--- src/sv/dtv_pkg.sv ---
// Shared constants, types and codes for the DER TLV stream validator.
`default_nettype none
package dtv_pkg;

	// Sizing of the nesting stack and of the byte offsets.
	localparam int MAX_DEPTH = 16;
	localparam int POS_WIDTH = 33;
	localparam int LEN_W     = 32;
	localparam int DEP_W     = $clog2(MAX_DEPTH + 1);
	localparam int IDX_W     = (MAX_DEPTH > 1) ? $clog2(MAX_DEPTH) : 1;
	localparam int SUM_W     = ((POS_WIDTH > LEN_W) ? POS_WIDTH : LEN_W) + 1;
	localparam logic [POS_WIDTH-1:0] POS_MAX = '1;

	// Header byte constants.
	localparam logic [7:0] LEN_LONG      = 8'h80;
	localparam logic [7:0] LEN_LONG_MIN  = 8'h81;
	localparam logic [7:0] LEN_LONG_MAX  = 8'h84;
	localparam logic [7:0] TAG_CONS_LO   = 8'h30;
	localparam logic [7:0] TAG_CONS_HI   = 8'h40;

	// Header parse phase.
	typedef enum logic [2:0] {
		PH_TAG  = 3'b001,
		PH_LEN  = 3'b010,
		PH_LONG = 3'b100
	} phase_t;

	// Sticky error codes.
	typedef enum logic [2:0] {
		ERR_NONE   = 3'd0,
		ERR_CUT    = 3'd1,
		ERR_FORM   = 3'd2,
		ERR_EXCEED = 3'd3,
		ERR_DEEP   = 3'd4,
		ERR_TRUNC  = 3'd5
	} err_t;

	// Message status codes.
	typedef enum logic [1:0] {
		STAT_BUSY  = 2'd0,
		STAT_VALID = 2'd1,
		STAT_ERROR = 2'd2
	} stat_t;

	// Commands from the controller to the datapath.
	typedef struct packed {
		logic capture;
		logic pop;
		logic load_top;
		logic exec;
	} dtv_cmd_t;

	// Status from the datapath to the controller.
	typedef struct packed {
		logic pop_need;
		logic pop_rd;
	} dtv_sts_t;

endpackage
`default_nettype wire

--- src/sv/dtv_ctrl.sv ---
// Controller state machine of the DER TLV stream validator.
`default_nettype none
module dtv_ctrl
	import dtv_pkg::*;
(
	input  wire logic     clk,
	input  wire logic     arst_n,
	input  wire logic     in_valid,
	output logic          in_ready,
	output logic          out_valid,
	input  wire logic     out_ready,
	input  wire dtv_sts_t sts,
	output dtv_cmd_t      cmd
);

	typedef enum logic [2:0] {
		ST_IDLE  = 3'b001,
		ST_CHECK = 3'b010,
		ST_LOAD  = 3'b100
	} state_t;

	state_t state_q;
	state_t state_nxt;
	logic   out_valid_q;

	// Next state and datapath commands.
	always_comb begin
		cmd       = '0;
		state_nxt = state_q;
		unique case (state_q)
			ST_IDLE: begin
				cmd.capture = in_valid;
				if (in_valid) begin
					state_nxt = ST_CHECK;
				end
			end
			ST_CHECK: begin
				if (sts.pop_need) begin
					cmd.pop = 1'b1;
					if (sts.pop_rd) begin
						state_nxt = ST_LOAD;
					end
				end else if (!out_valid_q || out_ready) begin
					cmd.exec  = 1'b1;
					state_nxt = ST_IDLE;
				end
			end
			ST_LOAD: begin
				cmd.load_top = 1'b1;
				state_nxt    = ST_CHECK;
			end
			default: begin
				state_nxt = ST_IDLE;
			end
		endcase
	end

	// State register.
	always_ff @(posedge clk or negedge arst_n) begin
		if (!arst_n) begin
			state_q <= ST_IDLE;
		end else begin
			state_q <= state_nxt;
		end
	end

	// The result register is full from its load until the transaction completes.
	always_ff @(posedge clk or negedge arst_n) begin
		if (!arst_n) begin
			out_valid_q <= 1'b0;
		end else if (cmd.exec) begin
			out_valid_q <= 1'b1;
		end else if (out_ready) begin
			out_valid_q <= 1'b0;
		end
	end

	assign in_ready  = (state_q == ST_IDLE);
	assign out_valid = out_valid_q;

endmodule
`default_nettype wire

--- src/sv/dtv_dpath.sv ---
// Datapath of the DER TLV stream validator: parse state, level stack, result register.
`default_nettype none
module dtv_dpath
	import dtv_pkg::*;
(
	input  wire logic       clk,
	input  wire logic       arst_n,
	input  wire logic [7:0] data_byte,
	input  wire logic       is_last,
	input  wire dtv_cmd_t   cmd,
	output dtv_sts_t        sts,
	output logic            header_valid,
	output logic [7:0]      elem_tag,
	output logic [31:0]     elem_length,
	output logic [4:0]      elem_depth,
	output logic [1:0]      status,
	output logic [2:0]      error_code
);

	// Captured input byte.
	logic [7:0]           byte_q;
	logic                 last_q;

	// Parse state.
	phase_t               phase_q;
	logic [7:0]           tag_q;
	logic [LEN_W-1:0]     lacc_q;
	logic [2:0]           left_q;
	logic [POS_WIDTH-1:0] pos_q;
	logic [POS_WIDTH-1:0] prim_q;
	logic [DEP_W-1:0]     depth_q;
	err_t                 err_q;

	// Cached innermost and outermost open-level ends, and the stack memory.
	logic [POS_WIDTH-1:0] top_q;
	logic [POS_WIDTH-1:0] bot_q;
	logic [POS_WIDTH-1:0] rd_q;
	logic [POS_WIDTH-1:0] stack_mem [MAX_DEPTH];
	logic [IDX_W-1:0]     rd_addr;

	// Next values from one byte step.
	phase_t               phase_n;
	logic [7:0]           tag_n;
	logic [LEN_W-1:0]     lacc_n;
	logic [2:0]           left_n;
	logic [POS_WIDTH-1:0] pos_n;
	logic [POS_WIDTH-1:0] prim_n;
	logic [DEP_W-1:0]     depth_n;
	err_t                 err_n;
	logic [POS_WIDTH-1:0] top_n;
	logic [POS_WIDTH-1:0] bot_n;
	logic                 push;
	logic [POS_WIDTH-1:0] end_pos;
	logic                 hv_n;
	logic [1:0]           stat_n;

	// Outgoing result register.
	logic                 hv_q;
	logic [7:0]           otag_q;
	logic [LEN_W-1:0]     olen_q;
	logic [4:0]           odep_q;
	logic [1:0]           stat_q;
	err_t                 ocode_q;

	// A level closes before a tag byte when its end is at or before this offset.
	assign sts.pop_need = (err_q == ERR_NONE) && (pos_q != POS_MAX) && (phase_q == PH_TAG)
		&& (pos_q >= prim_q) && (depth_q != '0) && (top_q <= pos_q);
	assign sts.pop_rd   = (depth_q > DEP_W'(1));
	assign rd_addr      = IDX_W'(depth_q - DEP_W'(2));

	// One byte step of the header parser.
	always_comb begin
		logic             done;
		logic             cut;
		logic [2:0]       left_dec;
		logic [SUM_W-1:0] end_sum;
		logic             open_lvl;

		phase_n  = phase_q;
		tag_n    = tag_q;
		lacc_n   = lacc_q;
		left_n   = left_q;
		prim_n   = prim_q;
		depth_n  = depth_q;
		err_n    = err_q;
		top_n    = top_q;
		bot_n    = bot_q;
		push     = 1'b0;
		hv_n     = 1'b0;
		done     = 1'b0;
		left_dec = '0;
		open_lvl = 1'b0;
		cut      = (depth_q != '0) && (pos_q >= top_q);
		end_sum  = '0;
		end_pos  = '0;

		if ((err_q == ERR_NONE) && (pos_q == POS_MAX)) begin
			err_n = ERR_EXCEED;
		end

		if (err_n == ERR_NONE) begin
			unique case (phase_q)
				PH_TAG: begin
					if (pos_q >= prim_q) begin
						tag_n   = byte_q;
						phase_n = PH_LEN;
					end
				end
				PH_LEN: begin
					if (cut) begin
						err_n = ERR_CUT;
					end else if (byte_q < LEN_LONG) begin
						lacc_n = LEN_W'(byte_q);
						done   = 1'b1;
					end else if (byte_q >= LEN_LONG_MIN && byte_q <= LEN_LONG_MAX) begin
						lacc_n  = '0;
						left_n  = 3'(byte_q - LEN_LONG);
						phase_n = PH_LONG;
					end else begin
						err_n = ERR_FORM;
					end
				end
				PH_LONG: begin
					if (cut) begin
						err_n = ERR_CUT;
					end else begin
						lacc_n   = {lacc_q[LEN_W-9:0], byte_q};
						left_dec = (left_q != '0) ? left_q - 3'd1 : 3'd0;
						left_n   = left_dec;
						done     = (left_dec == '0);
					end
				end
				default: begin
					err_n = err_q;
				end
			endcase

			// A completed header opens a level or a primitive skip.
			if (done) begin
				end_sum = SUM_W'(pos_q) + SUM_W'(1) + SUM_W'(lacc_n);
				end_pos = end_sum[POS_WIDTH-1:0];
				phase_n = PH_TAG;
				hv_n    = 1'b1;
				if (end_sum > SUM_W'(POS_MAX)) begin
					err_n = ERR_EXCEED;
				end else if ((depth_q != '0) && (end_pos > top_q)) begin
					err_n = ERR_EXCEED;
				end else if (tag_q >= TAG_CONS_LO && tag_q < TAG_CONS_HI) begin
					if (depth_q >= DEP_W'(MAX_DEPTH)) begin
						err_n = ERR_DEEP;
					end else begin
						push    = 1'b1;
						top_n   = end_pos;
						depth_n = depth_q + DEP_W'(1);
						if (depth_q == '0) begin
							bot_n = end_pos;
						end
					end
				end else begin
					prim_n = end_pos;
				end
			end
		end

		pos_n  = (pos_q != POS_MAX) ? pos_q + POS_WIDTH'(1) : pos_q;
		stat_n = (err_n != ERR_NONE) ? STAT_ERROR : STAT_BUSY;

		// Verdict on the final byte; the stack is nested, so its bottom end is the largest.
		if (last_q) begin
			if (err_n == ERR_NONE) begin
				open_lvl = (phase_n != PH_TAG) || (prim_n > pos_n)
					|| ((depth_n != '0) && (bot_n > pos_n));
				if (open_lvl) begin
					err_n = ERR_TRUNC;
				end
			end
			stat_n = (err_n != ERR_NONE) ? STAT_ERROR : STAT_VALID;
		end
	end

	// Input capture.
	always_ff @(posedge clk) begin
		if (cmd.capture) begin
			byte_q <= data_byte;
			last_q <= is_last;
		end
	end

	// Parse state, cleared again after the final byte of a message.
	always_ff @(posedge clk or negedge arst_n) begin
		if (!arst_n) begin
			phase_q <= PH_TAG;
			tag_q   <= '0;
			lacc_q  <= '0;
			left_q  <= '0;
			pos_q   <= '0;
			prim_q  <= '0;
			depth_q <= '0;
			err_q   <= ERR_NONE;
			top_q   <= '0;
			bot_q   <= '0;
		end else if (cmd.exec) begin
			if (last_q) begin
				phase_q <= PH_TAG;
				tag_q   <= '0;
				lacc_q  <= '0;
				left_q  <= '0;
				pos_q   <= '0;
				prim_q  <= '0;
				depth_q <= '0;
				err_q   <= ERR_NONE;
			end else begin
				phase_q <= phase_n;
				tag_q   <= tag_n;
				lacc_q  <= lacc_n;
				left_q  <= left_n;
				pos_q   <= pos_n;
				prim_q  <= prim_n;
				depth_q <= depth_n;
				err_q   <= err_n;
				top_q   <= top_n;
				bot_q   <= bot_n;
			end
		end else if (cmd.pop) begin
			depth_q <= depth_q - DEP_W'(1);
		end else if (cmd.load_top) begin
			top_q <= rd_q;
		end
	end

	// Level stack memory: push on a new constructed element, read the next level on a pop.
	always_ff @(posedge clk) begin
		if (cmd.exec && push && !last_q) begin
			stack_mem[depth_q[IDX_W-1:0]] <= end_pos;
		end
		if (cmd.pop && sts.pop_rd) begin
			rd_q <= stack_mem[rd_addr];
		end
	end

	// Result register.
	always_ff @(posedge clk) begin
		if (cmd.exec) begin
			hv_q    <= hv_n;
			otag_q  <= hv_n ? tag_q : 8'd0;
			olen_q  <= hv_n ? lacc_n : '0;
			odep_q  <= hv_n ? 5'(depth_q) : 5'd0;
			stat_q  <= stat_n;
			ocode_q <= err_n;
		end
	end

	assign header_valid = hv_q;
	assign elem_tag     = otag_q;
	assign elem_length  = olen_q;
	assign elem_depth   = odep_q;
	assign status       = stat_q;
	assign error_code   = ocode_q;

endmodule
`default_nettype wire

--- src/sv/der_tlv_stream_validator.sv ---
// Top level of the DER TLV stream validator.
//
//  channel  direction  handshake            payload
//  in       sink       in_valid/in_ready    data_byte, is_last
//  out      source     out_valid/out_ready  header_valid, elem_tag, elem_length,
//                                           elem_depth, status, error_code
//
// Each byte is first captured and then run through the header parser.
// Closing a nested level before a tag byte adds a pop step, and when an outer level
// stays open also a load step that takes its end from the registered read port of the level stack memory.
// The result register holds one finished transaction; a new byte is taken while it waits.
// A stalled output holds the parser step until the result register frees up.
// Reset leaves the block ready for the first byte of a message; it needs no clearing pass.
`default_nettype none
module der_tlv_stream_validator
	import dtv_pkg::*;
(
	input  wire logic        clk,
	input  wire logic        arst_n,
	input  wire logic        in_valid,
	output logic             in_ready,
	input  wire logic [7:0]  data_byte,
	input  wire logic        is_last,
	output logic             out_valid,
	input  wire logic        out_ready,
	output logic             header_valid,
	output logic [7:0]       elem_tag,
	output logic [31:0]      elem_length,
	output logic [4:0]       elem_depth,
	output logic [1:0]       status,
	output logic [2:0]       error_code
);

	dtv_cmd_t cmd;
	dtv_sts_t sts;

	// Sequencing of capture, level closing and the parser step.
	dtv_ctrl u_ctrl (
		.clk       (clk),
		.arst_n    (arst_n),
		.in_valid  (in_valid),
		.in_ready  (in_ready),
		.out_valid (out_valid),
		.out_ready (out_ready),
		.sts       (sts),
		.cmd       (cmd)
	);

	// Parser state, level stack and result register.
	dtv_dpath u_dpath (
		.clk          (clk),
		.arst_n       (arst_n),
		.data_byte    (data_byte),
		.is_last      (is_last),
		.cmd          (cmd),
		.sts          (sts),
		.header_valid (header_valid),
		.elem_tag     (elem_tag),
		.elem_length  (elem_length),
		.elem_depth   (elem_depth),
		.status       (status),
		.error_code   (error_code)
	);

endmodule
`default_nettype wire
--- config.mk ---
export PLATFORM = sky130hd
export DESIGN_NAME = der_tlv_stream_validator
export DESIGN_NICKNAME = d
export VERILOG_FILES = /design/src/sv/dtv_pkg.sv /design/src/sv/dtv_ctrl.sv /design/src/sv/dtv_dpath.sv /design/src/sv/der_tlv_stream_validator.sv
export SDC_FILE = /design/constraint.sdc
export NUM_CORES = 1
export LEC_CHECK = 0
export ABC_AREA = 1
export BUFFER_PORTS_ARGS = -buffer_cell sky130_fd_sc_hd__buf_2
export CELL_PAD_IN_SITES_DETAIL_PLACEMENT = 1
export CELL_PAD_IN_SITES_GLOBAL_PLACEMENT = 1
export CORE_UTILIZATION = 55
export DETAILED_ROUTE_END_ITERATION = 6
export PLACE_DENSITY = 0.87
export SYNTH_ARGS = -nofsm -noshare
export SYNTH_HDL_FRONTEND = slang
export SYNTH_HIERARCHICAL = 1
export SYNTH_SLANG_ARGS = --single-unit
--- constraint.sdc ---
create_clock -name clk -period 22.4 [get_ports clk]
set_input_delay 2.24 -clock clk [delete_from_list [all_inputs] [get_ports clk]]
set_output_delay 2.24 -clock clk [all_outputs]
set_load 0.1 [all_outputs]
==> results, run 1 <==
- The first-pass iteration count of the detailed router is 7.
- The number of enable flip-flop cells after synthesis is between 600 and 700.
- For the worst-skew pair, the clock arrives at the later sink with an insertion delay of 0.68 ns.
- The share of the synthesized area in the top cell type is 0.464.
- Pin placement for this block handled between 60 and 70 I/O pins.
- The startpoint identified for the worst register-to-register timing path is u_dpath/depth_q[0]$_DFFE_PN0P_.
- The number of instances on the worst hold path is 2.
- The antenna diode count is 0.
- The count of yosys warnings during synthesis is 6.
- The mean post-synth cell area is 10.2 sq um.
- The final-layout fill cell count is 7664.
- Across the run, the number of max-cap violations was 0.
- The placement row count is 98.
- Setup violations remaining at the end of the flow were counted as 0.
- The actual slew at the worst max-slew pin is 1.12 ns.
- The number of slew-limit violations in the final report came to 0.
- The number of cells on the worst reg-to-reg path is 52.
- For this run, the total global-route usage over all layers was measured as 0.374.
- The post-synthesis cell type count is 67.
- The worst setup path is of the reg -> reg kind.
- CTS saw 811 sinks.
- The number of hold violations in the final report is 0.
- The net count of the finished layout is between 4000 and 5000.
- The synthesized net count is 4167.
- The routed design has 139000 microns of wire.
- For this design the ratio of total power to cell area is 149 nW/um^2.
- The hold buffer count at cts is 0.
- The dominant cell type by area after synthesis is edfxtp_1.
- The synthesized netlist occupies a cell area of 40200 sq um.
- The worst hold path endpoint is u_dpath/tag_q[0]$_DFFE_PN0P_.
- The worst hold path belongs to the class reg -> reg.
- The die is 272 microns wide.
- CTS placed an instance of clkbuf_16 at the clock tree root.
- Clock-pin slew was measured on the worst setup and hold paths at 0.06 ns.
- The first global-routing pass estimated 209000 microns of wire.
- The first-iteration detailed-routing DRC count is ~3600.
- The core area is ~70000 sq um.
- The fraction of layout instances using a drive strength above 1 is 0.0813.
- The worst supply voltage drop on vdd is 0.0000933 V.
- The endpoint identified for the worst register-to-register timing path is u_dpath/status[1]$_DFFE_PP_.
- Buffers placed on the I/O ports in this run total 65.
- The required arrival time at the worst endpoint is 22.79 ns.
- The post-synthesis instance total is 3947.
- Subtracting the final worst setup slack from the clock period gives 12.59 ns.
- Leaving out fill and tap cells, the most frequent cell in the layout is edfxtp_1.
- The overall via count from detail_route is 32700.
- In this run the register-to-register setup slack is 9.81 ns.
- The starting density of the core is 0.559.
- The largest individual stage delay along the critical path comes from the cell dfrtp_4.
- Timing would allow up to just under 80 MHz.
- The clock tree from TritonCTS is built.
- The number of H-tree levels is 3.
- Once routing completed, OpenROAD measured the worst setup slack at roughly 10 ns.
- Once the clock tree was built, the setup fixing pass inserted 0 buffers.
- The area of the die is roughly 74000 sq um.
- Using the TritonRoute via totals, the vias-per-cell ratio works out to 6.58.
- The flow ran to the end, and the final reports show no timing, DRC or antenna violations.
- The analysis attributes to cell leakage a power of 18.1 nW.
- The worst setup path is captured at a register.
- The delay of the slowest cell on the worst path is between 1 and 1.5 ns.
- The type of element launching the critical path is a register.
- The total CTS buffers is 87.
- Setup repair after global routing left no endpoint under its margin.
- The via count of the first global-routing pass was 34200.
- The top cell types in the final layout, fill and taps aside, are 621 x edfxtp_1, 540 x nand2_1, 519 x o21ai_0.
- The remaining max-slew budget at the tightest pin is 0.246.
- Sorting the synthesized cells by area gives the leading types as edfxtp_1 46%, dfrtp_1 12%, o21ai_0 6.5%, ha_1 6.4%, nand2_1 5.0%.
- The data arrival time of the critical path is roughly 13 ns.
- Once detail routing completed, the nets flagged for antenna violations numbered 0.
- Measured along the y axis, the die boundary spans 272 microns.
- The aggregate negative setup slack is 0 ns.
- The startpoint identified for the worst hold timing path is u_dpath/tag_q[0]$_DFFE_PN0P_.
- The fraction of the yosys area taken by sequential cells is 0.582.
- The most frequent cell on the critical path is nand2_1.
- The worst slack after detailed placement is 10.42 ns.
- The layout overhead on the synthesized area is 9.98%.
- After legalization and detailed placement, the total HPWL measured ~86000 microns.
- The maximum fanout count along the critical path is 95.
- For this run, the leading register cell type out of synthesis is edfxtp_1.
- The final clock skew is 0.0485 ns.
- The maximum number of pins on one net before global-route repair is 101.
- The total grt overflow is 0.
- The post-cts resize count is 0.
- The post-route fraction of the period consumed by the critical path is 0.562.
- Dividing the detail-routed wire length by the instance count gives 27.9 microns.
- After detailed routing, the number of remaining DRC violations is 0.
- The maximum count of clock buffers along a single path is 3.
- At the end of routability-driven placement, the weighted congestion stood at a little under 1.
- Counting flops with an async set or reset pin after synthesis yields a share of 0.234.
- After synthesis the netlist holds a flip-flop and latch count of between 800 and 900.
- The initial antenna violation count was 3.
==> Yosys cell counts (3+ instances only) <==
| cell | n |
|---|---|
| buf_2 | 21 |
| o21bai_1 | 5 |
| o21ai_0 | 519 |
| nand4_1 | 46 |
| ha_1 | 206 |
| nand3b_1 | 5 |
| clkbuf_1 | 150 |
| buf_6 | 5 |
| nor3_1 | 36 |
| inv_2 | 16 |
| nand2_2 | 7 |
| o22ai_1 | 86 |
| o21ai_1 | 39 |
| buf_1 | 10 |
| o31a_1 | 3 |
| inv_1 | 313 |
| o211ai_1 | 45 |
| a32oi_1 | 12 |
| nor2_1 | 517 |
| nor4_1 | 12 |
| a22oi_1 | 3 |
| a211oi_1 | 9 |
| xnor2_1 | 12 |
| a21boi_1 | 4 |
| edfxtp_1 | 621 |
| a21o_1 | 10 |
| nor2_4 | 7 |
| nor2_2 | 7 |
| a31oi_1 | 9 |
| buf_4 | 8 |
| a21oi_1 | 146 |
| clkinv_1 | 5 |
| nand3_1 | 93 |
| nand3_2 | 4 |
| o221ai_1 | 102 |
| o22a_1 | 4 |
| nand2_1 | 540 |
| dfrtp_1 | 188 |
| o32ai_1 | 6 |
| o21a_1 | 28 |
| xor2_1 | 49 |
==> registers in the layout (all words and copies together) (netlist names), 32 cells and up <==
register and count:
u_dpath/top_q 33, u_dpath/bot_q 33, u_dpath/pos_q 33, u_dpath/prim_q 33, u_dpath/stack_mem 528, u_dpath/rd_q 33, u_dpath/lacc_q 32, u_dpath/elem_length 32
==> per-layer routing <==
| layer | share of wire | wire length, microns | vias to the layer above | global-route usage |
|---|---|---|---|---|
| li1 | - | - | 14100 | - |
| met4 | 0.058 | 8110 | 2 | 0.207 |
| met1 | 0.38 | 53300 | 16400 | 0.480 |
| met3 | 0.078 | 10900 | 465 | 0.0569 |
| met2 | 0.48 | 66400 | 1776 | 0.611 |
| met5 | 0.000094 | 13 | - | 0 |
==> kinds of logic after synthesis <==
group,Yosys count,share of synthesized area
compound gates,1044,0.153
simple gates,1295,0.135
buf+inv,528,0.0516
mux,1,0.000280
xor+xnor,61,0.0133
flops,811,0.582
fa+ha+maj,207,0.0646
==> final cells by class <==
cell class,instances,area (sq um),share of cell area
multi-input combinational,2608,14900,0.336
timing repair buffer,110,672,0.0152
clock buffer,114,2340,0.0529
inverter,334,1260,0.0285
sequential,811,23400,0.529
clock inverter,47,479,0.0108
tap,950,1190,0.0269
==> through the flow <==
step                total power [mW]  cells  cell area (sq um)  hold slack, ns   util
floorplan                       3.95   3947              40200           0.453      -
global placement                4.86   4813              41400           0.468  0.575
detailed placement              5.02   4813              41400           0.477  0.575
CTS                             6.51   4974              44200           0.487  0.615
global route                    6.87   4974              44200           0.525  0.615
finish                          6.59   4974              44200           0.489  0.615
==> how the worst max path moves through the flow <==
stage | cells past startpoint | to | start
2_1_floorplan | 21 | u_dpath/stack_mem[8][0]$_DFFE_PP_ | u_dpath/depth_q[0]$_DFFE_PN0P_
3_3_place_gp | 53 | u_dpath/status[1]$_DFFE_PP_ | u_dpath/depth_q[0]$_DFFE_PN0P_
3_5_place_dp | 54 | u_dpath/status[1]$_DFFE_PP_ | u_dpath/depth_q[0]$_DFFE_PN0P_
4_1_cts | 53 | u_dpath/status[1]$_DFFE_PP_ | u_dpath/depth_q[0]$_DFFE_PN0P_
5_1_grt | 51 | u_dpath/status[1]$_DFFE_PP_ | u_dpath/depth_q[0]$_DFFE_PN0P_
6_report | 52 | u_dpath/status[1]$_DFFE_PP_ | u_dpath/depth_q[0]$_DFFE_PN0P_
==> worst max-delay path: cells and delay by family, from the launching register on <==
family	cells	cell delay, ns
AND/OR/NAND/NOR	25	4.28
buffers and inverters	12	2.54
AO/OA/AOI/OAI	10	2.41
adder cells (fa/ha/maj)	4	1.33
flip-flops	1	1.08
XOR/XNOR	1	0.59
==> power breakdown <==
part           internal (mW)  switching [mW]  total, mW
Combinational          0.857            2.32       3.18
Clock                  0.803           0.635       1.44
Sequential              1.80           0.182       1.98
Power figures use the tool's default switching activity.
==> inputs of run 2 (changes only) <==
--- a/config.mk
+++ b/config.mk
@@ -9,9 +9,9 @@
 export BUFFER_PORTS_ARGS = -buffer_cell sky130_fd_sc_hd__buf_2
 export CELL_PAD_IN_SITES_DETAIL_PLACEMENT = 1
 export CELL_PAD_IN_SITES_GLOBAL_PLACEMENT = 1
-export CORE_UTILIZATION = 55
+export CORE_UTILIZATION = 46
 export DETAILED_ROUTE_END_ITERATION = 6
-export PLACE_DENSITY = 0.87
+export PLACE_DENSITY = 0.78
 export SYNTH_ARGS = -nofsm -noshare
 export SYNTH_HDL_FRONTEND = slang
 export SYNTH_HIERARCHICAL = 1
==> constraint.sdc (replaced) <==
create_clock -name clk -period 10.7 [get_ports clk]
set_input_delay 1.07 -clock clk [delete_from_list [all_inputs] [get_ports clk]]
set_output_delay 1.07 -clock clk [all_outputs]
set_load 0.1 [all_outputs]
==> results, run 2 (synthesized netlist as in run 1, its figures left out) <==
- The H-tree was split into 3 levels.
- The type of element launching the critical path is a register.
- Before CTS, the worst setup slack after placement is -0.203 ns.
- The relative contribution of sequential cells to total power is 0.291.
- The total CTS buffers is 86.
- Detailed routing inserted a total of 31700 vias.
- The share of total power dissipated in the clock network is 0.224.
- The number of slew-limit violations in the final report is 0.
- At the end of the flow, the number of nets in the layout was 4214.
- In this run the core area contains roughly 110 standard-cell rows.
- For the final routed database, the setup TNS stands at 0 ns.
- The routed length per instance is 25.4 microns.
- After layout, the worst setup slack is 0.672 ns.
- The cell that appears most often on the critical path is nand2_1.
- Clock tree synthesis found a total of about 810 sinks.
- For the pin with the worst max-slew slack, the measured transition is 1.22 ns.
- In this run the remaining antenna-violating nets after routing total 0.
- The initial antenna violation count is 1.
- The starting density of the core is 0.464.
- The total half-perimeter wirelength after legalization and detailed placement is approximately 86000 microns.
- The final clock skew is 0.0364 ns.
- Across every metal layer, demand over resource in global routing totals 0.296.
- The region available for standard cell placement spans 86600 sq um.
- STA classifies the critical path endpoint as a register.
- Leaving out fill and tap cells, the most frequent cells in the layout are 621 x edfxtp_1, 539 x nand2_1, 518 x o21ai_0.
- The clock reaches the later pin of the worst-skew pair after 0.68 ns.
- Setup repair after global routing left no endpoint under its margin.
- After detailed routing, the number of vias per cell comes to 6.06.
- Setup violations remaining at the end of the flow were counted as 0.
- Measured against its own limit, the worst slew margin works out to 0.184.
- The proportion of power drawn by combinational gates is 0.486.
- The clock tree from TritonCTS is built.
- The areal power density over the cells is between 300 and 400 nW/um^2.
- After clock tree synthesis, the flow added hold-fix buffers numbering 0.
- The required arrival time at the worst endpoint is 11.09 ns.
- The flip-flop count of the largest register after layout is ~530.
- The congestion estimate from routability-driven global placement came to 0.950.
- The leading cell type in the layout, fill and taps excluded is edfxtp_1.
- The total power draw is 13.8 mW.
- STA puts the critical path data arrival time at 10.42 ns.
- The type of the worst setup path is reg -> reg.
- The class of the tightest hold or removal check is in -> async.
- The root buffer cell is clkbuf_16.
- After clock tree synthesis, the clock-pin slew on the worst setup and hold paths is 0.06 ns.
- The I/O pin count is 66.
- The internal power of the cells is about 7.4 mW.
- The first-pass GRT wire length is 200000 microns.
- In this run the tool buffered the top-level ports with 65 buffer cells.
- The longest clock path from root to sink contains 3 buffers.
- The number of hold violations in the final report came to 0.
- The die extent in x is 298 microns.
- The delay of the slowest cell on the worst path is 0.40 ns.
- The via count of the first global-routing pass is 32600.
- The height of the chip is 298 microns.
- The timing-limited maximum frequency is 99.7 MHz.
- The number of standard cells in the final layout excluding fillers is 5223.
- The remaining routing DRC violations is 0.
- The worst path in the final design needs a cycle of 10.03 ns, including I/O delays and setup.
- In this run the static leakage power is 18.4 nW.
- The first-pass iteration count of the detailed router is 5.
- In this run, placement finished with an instance count of roughly 5100.
- Relative to the synthesized area, the layout overhead comes to 11.9%.
- The reported max-cap violation count is 0.
- The fraction of layout instances using a drive strength above 1 is 0.0927.
- For this run the aggregate overflow at the end of global routing stands at 0.
- The die covers 88600 sq um.
- 0 antenna diodes ended up in the layout.
- Hold timing on the final database bottoms out at a slack of 0.388 ns.
- The first-iteration detailed-routing DRC count is 2952.
- The post-route fraction of the period consumed by the critical path is 0.937.
- The run finished with clean final reports.
- Entering global routing, the biggest net connects ~200 pins.
- Fill cells in the final layout number 9441.
- Wires add up to about 130000 microns.
- Of the total power, the share spent switching nets is 0.463.
- The analysis attributes to net switching a power of ~6.4 mW.
- The multi-input gate area in the final layout is 14900 sq um.
- The maximum fanout count along the critical path is 25.
- The combined flip-flop and latch cell area is between 20000 and 25000 sq um.
- The slowest cell on the critical path is ha_1.
- The worst supply voltage drop on vdd is roughly 0.00021 V.
==> run 2: cell count changes in the layout (fill, tap and decap cells not counted), sizes merged <==
cell | before | now
clkinv | 39 | 38
inv | 333 | 332
buf | 109 | 150
clkinvlp | 4 | 2
nor2 | 531 | 532
nand3 | 99 | 100
bufinv | 5 | 10
==> run 2: area by class of cell <==
class                      count  share of cell area
timing repair buffer         151              0.0226
clock buffer                 114              0.0520
sequential                   811               0.520
multi-input combinational   2610               0.332
clock inverter                48              0.0134
inverter                     334              0.0281
tap                         1155              0.0321
==> run 2: power by group through the flow <==
stage	clock [mW]	sequential [mW]	combinational [mW]
2_1_floorplan	0	4.30	3.98
3_3_place_gp	0	4.05	6.32
3_5_place_dp	0	4.06	6.51
4_1_cts	3.14	4.00	6.60
5_1_grt	3.24	4.04	7.24
6_report	3.09	4.01	6.70
==> run 2: worst max-delay path, delay by kind of cell, from the launching register on <==
kind                       cells  cell delay, ns
and+or+nand+nor               27            3.70
xor gates and xnor gates       1            0.24
AOI/OAI and AO/OA             15            2.94
adders and majority gates      4            1.33
DFF                            1            0.37
buffers and inverters          8            1.17
==> run 2: routing by layer <==
metal	GRT usage	routed length, microns	up-vias
met1	0.392	55800	16000
li1	-	-	14100
met5	0	0	-
met3	0.0413	7860	318
met4	0.130	5460	0
met2	0.485	63300	1165
==> run 2: repair_timing <==
item,in CTS,in global routing
gates resized for setup,1,5
setup buffers,0,4
pin swaps,0,2
cloned,0,2
endpoints found under the setup margin,4,4
==> run 2: worst paths after layout <==
path                                                 endpoint  cells after the start                          start  slack (ns)
worst min-delay path            u_dpath/pos_q[22]$_DFFE_PN0P_                      1                         arst_n        0.39
max in group asynchronous       u_dpath/prim_q[6]$_DFFE_PN0P_                      2                         arst_n        8.87
worst max register to register    u_dpath/status[1]$_DFFE_PP_                     55  u_dpath/top_q[32]$_DFFE_PN0P_        0.67
worst max-delay path              u_dpath/status[1]$_DFFE_PP_                     55  u_dpath/top_q[32]$_DFFE_PN0P_        0.67
worst min register to register  u_dpath/bot_q[23]$_DFFE_PN0P_                      2  u_dpath/bot_q[23]$_DFFE_PN0P_        0.48
min in group clk                u_dpath/bot_q[23]$_DFFE_PN0P_                      2  u_dpath/bot_q[23]$_DFFE_PN0P_        0.48
==> run 2: through the flow <==
stage	area [sq um]	utilization
6_report	45000	0.520
5_1_grt	45000	0.520
4_1_cts	44900	0.519
3_5_place_dp	42000	0.485
3_3_place_gp	42000	0.485
2_1_floorplan	40200	-
